`src/sv/gwmc_pkg.sv`:
```
// ----------------------------------------------------------------------------
// gwmc_pkg
// Constants, micro-op types and the control store of the guard word sequencer.
// ----------------------------------------------------------------------------
`default_nettype none

package gwmc_pkg;

	localparam int unsigned MAX_TRIES = 64;
	localparam int unsigned TRY_W     = (MAX_TRIES > 1) ? $clog2(MAX_TRIES) : 1;

	localparam logic [31:0] LCG_MUL     = 32'd1664525;
	localparam logic [31:0] LCG_ADD     = 32'd1013904223;
	localparam logic [31:0] SIG_PRIME   = 32'd1445174711;
	localparam logic [31:0] FAIR_HIGH   = 32'hFFFF_0000;
	localparam logic [31:0] FAIR_LOW    = 32'h0000_FFFF;
	localparam logic [63:0] POISON_WORD = 64'h0000_000D_EADB_0D1F;

	typedef enum logic [1:0] {
		REQ_MAKE   = 2'd0,
		REQ_CHECK  = 2'd1,
		REQ_POISON = 2'd2,
		REQ_NONE   = 2'd3
	} req_t;

	// datapath action of one step
	typedef enum logic [2:0] {
		ALU_NOP,
		ALU_SUM,
		ALU_MUL_SIG,
		ALU_MUL_LCG,
		ALU_ADV
	} alu_t;

	// jump condition
	typedef enum logic [2:0] {
		CND_NEXT,
		CND_ALWAYS,
		CND_CHIRP_BAD,
		CND_SIG_GOOD,
		CND_TRY_LAST
	} cnd_t;

	// result issued by a step; any value but EMT_NONE ends the program
	typedef enum logic [2:0] {
		EMT_NONE,
		EMT_MADE,
		EMT_GIVEUP,
		EMT_CHECK,
		EMT_POISON,
		EMT_ZERO
	} emt_t;

	typedef logic [3:0] pc_t;

	typedef struct packed {
		alu_t alu;
		cnd_t cnd;
		pc_t  tgt;
		emt_t emt;
	} uop_t;

	localparam pc_t PC_MK_SUM  = 4'd0;
	localparam pc_t PC_MK_SIG  = 4'd1;
	localparam pc_t PC_MK_TEST = 4'd2;
	localparam pc_t PC_MK_LCG  = 4'd3;
	localparam pc_t PC_MK_ADV  = 4'd4;
	localparam pc_t PC_MK_OUT  = 4'd5;
	localparam pc_t PC_MK_FAIL = 4'd6;
	localparam pc_t PC_CK_SUM  = 4'd7;
	localparam pc_t PC_CK_SIG  = 4'd8;
	localparam pc_t PC_CK_OUT  = 4'd9;
	localparam pc_t PC_PZ_OUT  = 4'd10;
	localparam pc_t PC_NIL_OUT = 4'd11;

	function automatic uop_t ucode_rom(input pc_t pc);
		uop_t u;
		u = '{alu: ALU_NOP, cnd: CND_NEXT, tgt: PC_MK_SUM, emt: EMT_ZERO};
		unique case (pc)
			PC_MK_SUM:  u = '{alu: ALU_SUM,     cnd: CND_CHIRP_BAD, tgt: PC_MK_LCG,  emt: EMT_NONE};
			PC_MK_SIG:  u = '{alu: ALU_MUL_SIG, cnd: CND_NEXT,      tgt: PC_MK_SUM,  emt: EMT_NONE};
			PC_MK_TEST: u = '{alu: ALU_NOP,     cnd: CND_SIG_GOOD,  tgt: PC_MK_OUT,  emt: EMT_NONE};
			PC_MK_LCG:  u = '{alu: ALU_MUL_LCG, cnd: CND_TRY_LAST,  tgt: PC_MK_FAIL, emt: EMT_NONE};
			PC_MK_ADV:  u = '{alu: ALU_ADV,     cnd: CND_ALWAYS,    tgt: PC_MK_SUM,  emt: EMT_NONE};
			PC_MK_OUT:  u = '{alu: ALU_NOP,     cnd: CND_NEXT,      tgt: PC_MK_SUM,  emt: EMT_MADE};
			PC_MK_FAIL: u = '{alu: ALU_NOP,     cnd: CND_NEXT,      tgt: PC_MK_SUM,  emt: EMT_GIVEUP};
			PC_CK_SUM:  u = '{alu: ALU_SUM,     cnd: CND_NEXT,      tgt: PC_MK_SUM,  emt: EMT_NONE};
			PC_CK_SIG:  u = '{alu: ALU_MUL_SIG, cnd: CND_NEXT,      tgt: PC_MK_SUM,  emt: EMT_NONE};
			PC_CK_OUT:  u = '{alu: ALU_NOP,     cnd: CND_NEXT,      tgt: PC_MK_SUM,  emt: EMT_CHECK};
			PC_PZ_OUT:  u = '{alu: ALU_NOP,     cnd: CND_NEXT,      tgt: PC_MK_SUM,  emt: EMT_POISON};
			default:    u = '{alu: ALU_NOP,     cnd: CND_NEXT,      tgt: PC_MK_SUM,  emt: EMT_ZERO};
		endcase
		return u;
	endfunction

	function automatic logic is_fair(input logic [31:0] v);
		return (v > FAIR_LOW) && (v < FAIR_HIGH);
	endfunction

	function automatic logic [31:0] fold(input logic [63:0] p);
		return p[31:0] ^ p[63:32];
	endfunction

endpackage

`default_nettype wire

```
`src/sv/guard_word_make_and_check.sv`:
```
// ----------------------------------------------------------------------------
// guard_word_make_and_check
// Makes, checks and poisons 64-bit guard words under a small microprogram.
// ----------------------------------------------------------------------------
// Usage:
//   A request (req_type, seed, salt, stored_word) is taken at a rising edge
//   with start high and busy low. busy stays high until the result is issued.
//   The result (guard_word, check_failed, gave_up) is on its ports for exactly
//   one cycle with done high; the receiver cannot stall it. busy falls in the
//   same cycle done rises, so the next request can be taken then.
//   Poison and unused codes issue their result in their first step; a check
//   runs sum, signature and output. A make try runs sum, then signature and
//   test if the chirp is fair, then output if the signature is fair, else the
//   chirp step and advance, and gives up after the last of MAX_TRIES tries.
//   The rate is set by the single shared 32x32 multiplier, which computes the
//   signature product and the chirp step in turn, one micro-op per cycle.
//   checks_disabled is to be written through cfg_we/cfg_wdata while idle;
//   not enforced here. Reset clears the sequencer, strobe and checks_disabled.
// ----------------------------------------------------------------------------
`default_nettype none

module guard_word_make_and_check
	import gwmc_pkg::*;
(
	input  wire logic        clk,
	input  wire logic        arst_n,
	input  wire logic        cfg_we,
	input  wire logic        cfg_wdata,
	input  wire logic        start,
	output logic             busy,
	input  wire logic [1:0]  req_type,
	input  wire logic [31:0] seed,
	input  wire logic [31:0] salt,
	input  wire logic [63:0] stored_word,
	output logic             done,
	output logic [63:0]      guard_word,
	output logic             check_failed,
	output logic             gave_up
);

	logic             cfg_dis_q;
	logic             busy_q;
	logic             done_q;
	pc_t              pc_q;
	logic [TRY_W-1:0] tries_q;

	logic [31:0] chirp_q;
	logic [31:0] salt_q;
	logic [31:0] wsig_q;
	logic [31:0] opa_q;
	logic [63:0] prod_q;
	logic [63:0] guard_q;
	logic        failed_q;
	logic        gave_q;

	uop_t        uop;
	logic        jump;
	logic [31:0] mul_a;
	logic [31:0] mul_b;
	logic [63:0] mul_p;
	logic [31:0] sig;
	logic        accept;
	pc_t         entry;

	assign accept = start && !busy_q;
	assign uop    = ucode_rom(pc_q);
	assign sig    = fold(prod_q);

	always_comb begin
		unique case (req_t'(req_type))
			REQ_MAKE:   entry = PC_MK_SUM;
			REQ_CHECK:  entry = PC_CK_SUM;
			REQ_POISON: entry = PC_PZ_OUT;
			default:    entry = PC_NIL_OUT;
		endcase
	end

	always_comb begin
		unique case (uop.cnd)
			CND_ALWAYS:    jump = 1'b1;
			CND_CHIRP_BAD: jump = !is_fair(chirp_q);
			CND_SIG_GOOD:  jump = is_fair(sig);
			CND_TRY_LAST:  jump = (tries_q == TRY_W'(MAX_TRIES - 1));
			default:       jump = 1'b0;
		endcase
	end

	// one multiplier serves both the signature and the chirp step
	assign mul_a = (uop.alu == ALU_MUL_SIG) ? opa_q : chirp_q;
	assign mul_b = (uop.alu == ALU_MUL_SIG) ? SIG_PRIME : LCG_MUL;
	assign mul_p = {32'b0, mul_a} * {32'b0, mul_b};

	// sequencer and control state
	always_ff @(posedge clk or negedge arst_n) begin
		if (!arst_n) begin
			cfg_dis_q <= 1'b0;
			busy_q    <= 1'b0;
			done_q    <= 1'b0;
			pc_q      <= PC_MK_SUM;
			tries_q   <= '0;
		end else begin
			done_q <= 1'b0;
			if (cfg_we) begin
				cfg_dis_q <= cfg_wdata;
			end
			if (accept) begin
				busy_q  <= 1'b1;
				pc_q    <= entry;
				tries_q <= '0;
			end else if (busy_q) begin
				if (uop.emt != EMT_NONE) begin
					busy_q <= 1'b0;
					done_q <= 1'b1;
				end else if (jump) begin
					pc_q <= uop.tgt;
				end else begin
					pc_q <= pc_q + 4'd1;
				end
				if (uop.alu == ALU_ADV) begin
					tries_q <= tries_q + 1'b1;
				end
			end
		end
	end

	// datapath and result registers
	always_ff @(posedge clk) begin
		if (accept) begin
			chirp_q <= (req_t'(req_type) == REQ_MAKE) ? seed : stored_word[31:0];
			salt_q  <= salt;
			wsig_q  <= stored_word[63:32];
		end else if (busy_q) begin
			case (uop.alu)
				ALU_SUM:     opa_q   <= chirp_q + salt_q;
				ALU_MUL_SIG: prod_q  <= mul_p;
				ALU_MUL_LCG: prod_q  <= mul_p;
				ALU_ADV:     chirp_q <= prod_q[31:0] + LCG_ADD;
				default:     ;
			endcase
			case (uop.emt)
				EMT_MADE: begin
					guard_q  <= {sig, chirp_q};
					failed_q <= 1'b0;
					gave_q   <= 1'b0;
				end
				EMT_GIVEUP: begin
					guard_q  <= '0;
					failed_q <= 1'b0;
					gave_q   <= 1'b1;
				end
				EMT_CHECK: begin
					guard_q  <= '0;
					failed_q <= !cfg_dis_q &&
						!(is_fair(chirp_q) && is_fair(wsig_q) && (wsig_q == sig));
					gave_q   <= 1'b0;
				end
				EMT_POISON: begin
					guard_q  <= POISON_WORD;
					failed_q <= 1'b0;
					gave_q   <= 1'b0;
				end
				EMT_ZERO: begin
					guard_q  <= '0;
					failed_q <= 1'b0;
					gave_q   <= 1'b0;
				end
				default: ;
			endcase
		end
	end

	assign busy         = busy_q;
	assign done         = done_q;
	assign guard_word   = guard_q;
	assign check_failed = failed_q;
	assign gave_up      = gave_q;

`ifndef SYNTH
	a_done_ends_busy: assert property (@(posedge clk) disable iff (!arst_n)
		done |-> $past(busy))
		else $error("result issued without a request in flight");

	a_accept_sets_busy: assert property (@(posedge clk) disable iff (!arst_n)
		(start && !busy) |=> busy)
		else $error("accepted request did not raise busy");

	a_flags_exclusive: assert property (@(posedge clk) disable iff (!arst_n)
		done |-> !(gave_up && check_failed))
		else $error("give-up and check failure both set");

	a_giveup_zero: assert property (@(posedge clk) disable iff (!arst_n)
		(done && gave_up) |-> (guard_word == 64'd0))
		else $error("give-up result carries a nonzero word");
`endif

endmodule

`default_nettype wire
```
`config.mk`:
```
export PLATFORM = sky130hd
export DESIGN_NAME = guard_word_make_and_check
export DESIGN_NICKNAME = d
export VERILOG_FILES = /design/src/sv/gwmc_pkg.sv /design/src/sv/guard_word_make_and_check.sv
export SDC_FILE = /design/constraint.sdc
export NUM_CORES = 2
export LEC_CHECK = 0
export BUFFER_PORTS_ARGS = -buffer_cell sky130_fd_sc_hd__buf_2
export CORE_ASPECT_RATIO = 1.75
export CORE_MARGIN = 4
export CORE_UTILIZATION = 55
export DETAILED_ROUTE_END_ITERATION = 7
export PLACE_DENSITY = 0.85
export SYNTH_ARGS = -nofsm -noshare
export SYNTH_HDL_FRONTEND = slang
export SYNTH_SLANG_ARGS = --single-unit
```
`constraint.sdc`:
```
create_clock -name clk -period 12.23 [get_ports clk]
set_input_delay 0.6115 -clock clk [delete_from_list [all_inputs] [get_ports clk]]
set_output_delay 0.6115 -clock clk [all_outputs]
set_load 0.01 [all_outputs]
```
---- Yosys cells after proc, flatten, opt, wreduce, memory -nomap -nowiden ----
Memories as Yosys holds them, arrays and structs flattened.
Index checks and enable logic that the tools add are counted.
cells by class
  add/subtract/negate cells ............... 4
  multipliers ............................. 1
  div/mod/pow operators ................... 0
  $lt $le $gt $ge ......................... 6
  equality and inequality tests ........... 18
  shift operators ......................... 0
  multiplexer cells ....................... 24
  bitwise logic cells ..................... 2
  reductions and logical operators ........ 29
operators by type and width
  operator                                                                count
  64-bit case mux with 3 select lines                                     1
  32-bit 2-to-1 mux                                                       5
  32-bit by 16-bit > comparator with 1-bit output, second input constant  3
  32-bit < comparator, second input constant                              3
  32-bit by 31-bit multiplier with 63-bit output                          1
  32-bit by 30-bit adder with 32-bit output, second input constant        1
  32-bit adder                                                            1
  32-bit equality test                                                    1
  32-bit bitwise XOR                                                      1
  31-bit 2-to-1 mux                                                       1
  3-bit by 2-bit equality test with 1-bit output, second input constant   6
  6-bit 2-to-1 mux                                                        3
  4-bit 2-to-1 mux                                                        4
  3-bit AND reduction                                                     5
  3-bit equality test, second input constant                              4
  4-bit case mux with 3 select lines                                      1
  3-bit by 1-bit equality test with 1-bit output, second input constant   3
  2-bit nonzero test                                                      4
  4-bit OR reduction                                                      2
  1-bit logical AND                                                       7
  6-bit by 1-bit adder with 6-bit output, second input constant           1
  6-bit equality test, second input constant                              1
  1-bit 2-to-1 mux                                                        6
  3-bit nonzero test                                                      2
  12 further kinds                                                        17
storage, ports and cells
  flip-flop bits (word level) ............. 271
  bits in latches ......................... 0
  memory bits (writable) .................. 0
  bits in read-only memories .............. 192
  output and inout bits ................... 68
  word-level logic and storage cells ...... 98
  memories kept ........................... 1
memories
  memory            depth  width  read ports  clocked after Yosys merged registers in  wr ports  RTL line        RTL
  (name not given)  16     12     1           0                                        0         gwmc_pkg.sv:79  unique case (pc)

---- Depth between registers and ports, before layout ----
  depth after elaboration ................. 8
  depth in mapped cells ................... 38
  depth with buffers taken out ............ 36

---- Worst setup path before layout ----
OpenSTA, ideal clock, no wires.
  path kind ............................... reg2reg
  start ................................... reg pc_q[0]
  end ..................................... reg prod_q[57], data pin
  setup time .............................. 0.157 ns
  arrival time ............................ 8.642 ns
  data required time ...................... 12.073 ns
  slack ................................... 3.431 ns
  cell stages (with the launch flop) ...... 36
  buffers on the path ..................... 4
  period minus slack after synthesis ...... 8.799 ns
  path through ............................ dfrtp_1 -> clkbuf_1 -> inv_1 -> ha_1 -> nand3b_1 -> a21oi_1 -> clkbuf_1 -> clkbuf_1 -> clkbuf_1 -> nand2_1 -> nand2_1 -> inv_1 -> fa_1 -> inv_1 -> fa_1 -> fa_1 -> fa_1 -> inv_1 -> fa_1 -> inv_1 -> fa_1 -> fa_1 -> inv_1 -> fa_1 -> inv_1 -> ha_1 -> a21o_1 -> a21oi_1 -> o21bai_1 -> a21o_1 -> a21oi_1 -> o21ai_0 -> a31o_2 -> a21bo_2 -> and4_1 -> nor3_1
on the way
  longest elaborated chain between the ends .. 4
RTL lines
  element                                                 RTL line                                                          RTL
  start: declaration                                      guard_word_make_and_check.sv:44                                   pc_t pc_q;
  start signal: assignment                                guard_word_make_and_check.sv:108                                  pc_q <= entry;
  start signal: assignment                                guard_word_make_and_check.sv:115                                  pc_q <= uop.tgt;
  start signal: assignment                                guard_word_make_and_check.sv:117                                  pc_q <= pc_q + 4'd1;
  memory read 16 x 12 bit (*)                             -
  3-bit by 2-bit equality test with 1-bit output (*)      guard_word_make_and_check.sv:89, guard_word_make_and_check.sv:90
  32-bit 2-to-1 mux or 31-bit 2-to-1 mux (tied branches)  guard_word_make_and_check.sv:89, guard_word_make_and_check.sv:90
  32-bit by 31-bit multiplier with 63-bit output (*)      guard_word_make_and_check.sv:91                                   assign mul_p = {32'b0, mul_a} * {32'b0, mul_b};
  named net mul_p[57]                                     guard_word_make_and_check.sv:60                                   logic [63:0] mul_p;
  end signal: assignment                                  guard_word_make_and_check.sv:135                                  ALU_MUL_SIG: prod_q <= mul_p;
  end signal: assignment                                  guard_word_make_and_check.sv:136                                  ALU_MUL_LCG: prod_q <= mul_p;
  end: declaration                                        guard_word_make_and_check.sv:51                                   logic [63:0] prod_q;
The timed path passes the listed nets; every way through them passes the cells marked *.
A chain may end at the register's enable or synchronous reset.

---- Final worst setup path ----
  start ................................... reg pc_q[0]
  end ..................................... reg prod_q[46], data pin
The elaborated chain is that of the path after synthesis.

==> flow_summary.json <==
{
  "status": "completed",
  "finalHoldViolations": 0,
  "crit_path_max_fanout": 56,
  "num-fill-cells": 5357,
  "die_area_um2": 68700,
  "yosys_warnings": 0,
  "final.setup.worst_slack_ns": 1.90,
  "portBuffers": 202,
  "critPathMostFrequentCell": "fa_1",
  "yosysSeqAreaShare_pct": 22.7,
  "netlist_instances": 3446,
  "layout_min_cycle_time_ns": 10.33,
  "critical_path_arrival_ns": 10.68,
  "startpoint_type": "register",
  "die_w_um": 200,
  "grt_pass1_vias": 28200,
  "cts-hold-fix-buffers": 1,
  "pre_cts_slack_ns": 2.08,
  "cts_buffers": 28,
  "coreArea_um2": 63500,
  "cts_tree": "yes",
  "cts.path.max_buffers": 3,
  "maxSlewHeadroom_pct": 18.1,
  "start_util_pct": 55.8,
  "cp_top_family": "adder cells",
  "dr_total_vias": 26000,
  "drt_iter0_drc": 1911,
  "dp_hpwl_um": 107000,
  "dr.max_layer_used": "met5",
  "avgSynthCellArea_um2": 10.3,
  "cts.clk_slew.worst_paths_ns": 0.07,
  "endpoint_kind": "register",
  "fmax_mhz": 96.8,
  "synth.top_cells.by_area": "fa_1 30%, edfxtp_1 22%, ha_1 15%, inv_1 8.1%, nand2_1 3.1%",
  "max_stage_delay_ns": 0.84,
  "synth-seq-cells": 270,
  "syn_to_final_growth_pct": 7.76,
  "overflow": 0,
  "wl_met2_um": 62900,
  "antenna_found_initial": 12,
  "clk_latency_ns": 0.65,
  "rows": 122,
  "grtUsageTotal_pct": 36.6,
  "critical_path_class": "register to register",
  "setup_tns_ns": 0,
  "nNetsFinal": 4690,
  "wirelength_um": 124000,
  "grt_pass1_wl_um": 179000,
  "worst_slew_pin_slew_ns": 1.23,
  "slowest_stage": "a2111oi_0",
  "drcViolationCount": 0,
  "synthArstFlopShare_pct": 4.81,
  "htreeDepth": 1,
  "clkSinkCount": 270,
  "finClkSkew_ns": 0.0447,
  "grt_max_degree": 80,
  "slew_viol_final": 0,
  "drt-wirelength-per-cell_um": 28.1,
  "ant_nets": 0,
  "ios": 203,
  "die_h_um": 344,
  "critPathBufInv": 3,
  "cap_violations": 0,
  "wl_met1_um": 36500,
  "worst_ep_required_time_ns": 12.58,
  "post_drt_via_cell_ratio": 5.88,
  "post_cts_buffers": 0,
  "dr.pass1.iters": 7,
  "drive_above_1_share_pct": 8.50,
  "cts-resized-gates": 0,
  "synth_area_um2": 35400,
  "wl_met3_um": 8050,
  "synth_top_area_share_pct": 30.5,
  "ys_types": 80,
  "rsz0062_at_grt": "false",
  "cts.root.buffer_cell": "clkbuf_16",
  "yosysTopAreaCell": "fa_1",
  "setup_viol": 0,
  "synth-edff-count": 257,
  "holdCritPathClass": "input pin to register",
  "place.gp.congestion": 1.12,
  "fin_crit_sh_pct": 84.5,
  "synth-main-ff-cell": "edfxtp_1"
}
==> routing by layer <==
layer | vias to the layer above | track usage, %
li1 | 11300 | -
met4 | 2 | 35.6
met2 | 1300 | 64.0
met1 | 12800 | 35.6
met3 | 538 | 5.69
met5 | - | 0
==> cell families (layout without fill, tap and decap cells) <==
family,after synthesis,after routing,synth area share (%)
other cells,1,8,0.0106
compound gates,432,432,7.94
simple gates,698,698,9.31
xor+xnor,191,191,4.72
flops,270,270,22.7
buf+inv,879,1041,9.46
mux,8,8,0.233
fa+ha+maj,967,967,45.6
==> placed cells by master (no fill, tap or decap), types with 5 or more instances in the layout <==
cell type / n
or3_1: 10
o21bai_1: 27
xnor2_1: 108
mux2i_1: 6
and4_1: 5
nand3_1: 22
diode_2: 5
nand3b_1: 5
xor2_1: 83
and2_1: 24
a21oi_1: 119
clkbuf_16: 28
o21ai_0: 74
a31oi_1: 37
edfxtp_1: 257
a21boi_0: 5
and3_1: 33
buf_2: 202
nor2b_1: 13
a211oi_1: 13
inv_1: 761
a21o_1: 73
buf_4: 23
nand4_1: 41
nand2_1: 289
fa_1: 539
ha_1: 428
or2_2: 6
dfrtp_1: 13
clkbuf_1: 5
o31ai_1: 9
o21a_1: 18
nor3_1: 29
nor2_1: 134
nor4_1: 23
a211o_1: 5
nand2b_1: 46
==> Yosys cell counts (3+ instances only) <==
cell / n
a211o_1: 5
a21boi_0: 5
a31o_2: 3
mux2i_1: 6
o22ai_1: 3
o21ai_2: 3
nand4_1: 41
or3_1: 10
xnor2_1: 108
nand2b_1: 46
o21ai_1: 4
nor2_1: 136
nor2b_1: 13
inv_1: 762
fa_1: 539
o21bai_1: 27
nand2_1: 289
dfrtp_1: 13
ha_1: 428
a221oi_1: 3
and3_1: 34
xor2_1: 83
buf_4: 5
nor3_1: 29
nand3b_1: 5
a211oi_1: 13
nor4_1: 24
or4_1: 4
and4_1: 5
o21a_1: 19
o31ai_1: 9
a21oi_1: 120
a31oi_1: 37
nand3_1: 22
edfxtp_1: 257
clkbuf_1: 103
a21o_1: 73
and2_1: 24
buf_6: 3
a21oi_2: 3
o21ai_0: 74
or2_2: 6
==> worst register-to-register path, delay by kind of cell (launching register included) <==
kind / cells / cell delay (ns)
flops: 1 / 0.56
buf+inv: 3 / 0.54
fa+ha+maj: 10 / 4.48
xor+xnor: 1 / 0.17
simple gates: 8 / 1.47
compound gates: 8 / 2.85
==> stage by stage <==
step	std cells	hold WS (ns)	utilization [%]	instance area (µm²)
floorplan	3448	0.316	-	35400
global placement	4363	0.468	58.5	37200
detailed placement	4363	0.471	58.5	37200
CTS	4416	0.121	60.1	38100
global route	4420	0.127	60.1	38200
finish	4421	0.133	60.1	38200
==> sequential cells by signal, indices dropped and copies added, names as in the netlist <==
name / count
done: 1
guard_word: 64
pc_q: 4
busy: 1
prod_q: 63
gave_up: 1
opa_q: 32
tries_q: 6
wsig_q: 32
salt_q: 32
cfg_dis_q: 1
check_failed: 1
chirp_q: 32
==> worst paths after layout <==
| check | slack (ns) | from | end | cells after the start |
|---|---|---|---|---|
| hold / removal | 0.13 | salt[3] | salt_q[3]$_DFFE_PP_ | 1 |
| hold reg to reg | 0.48 | tries_q[5]$_DFFE_PN0P_ | tries_q[5]$_DFFE_PN0P_ | 1 |
| setup / recovery | 1.90 | pc_q[0]$_DFFE_PN0P_ | prod_q[46]$_DFFE_PP_ | 30 |
| min in group asynchronous | 0.41 | arst_n | tries_q[4]$_DFFE_PN0P_ | 2 |
| max in group asynchronous | 11.58 | arst_n | tries_q[5]$_DFFE_PN0P_ | 2 |
| setup reg to reg | 1.90 | pc_q[0]$_DFFE_PN0P_ | prod_q[46]$_DFFE_PP_ | 30 |
==> layout make-up <==
class                           count  area [µm²]  area share (%)
Tap cell                          806        1010            2.64
Sequential cell                   270        8040            21.1
Clock buffer                       33         719            1.89
Timing Repair Buffer              227        1210            3.18
Multi-Input combinational cell   2299       24100            63.0
Clock inverter                     19         245           0.643
Antenna cell                        5        12.5          0.0328
Inverter                          762        2860            7.50
Power is left out: the tool's default activity adds up to more than one toggle a clock period on the data nets, which glitch-free logic cannot reach.
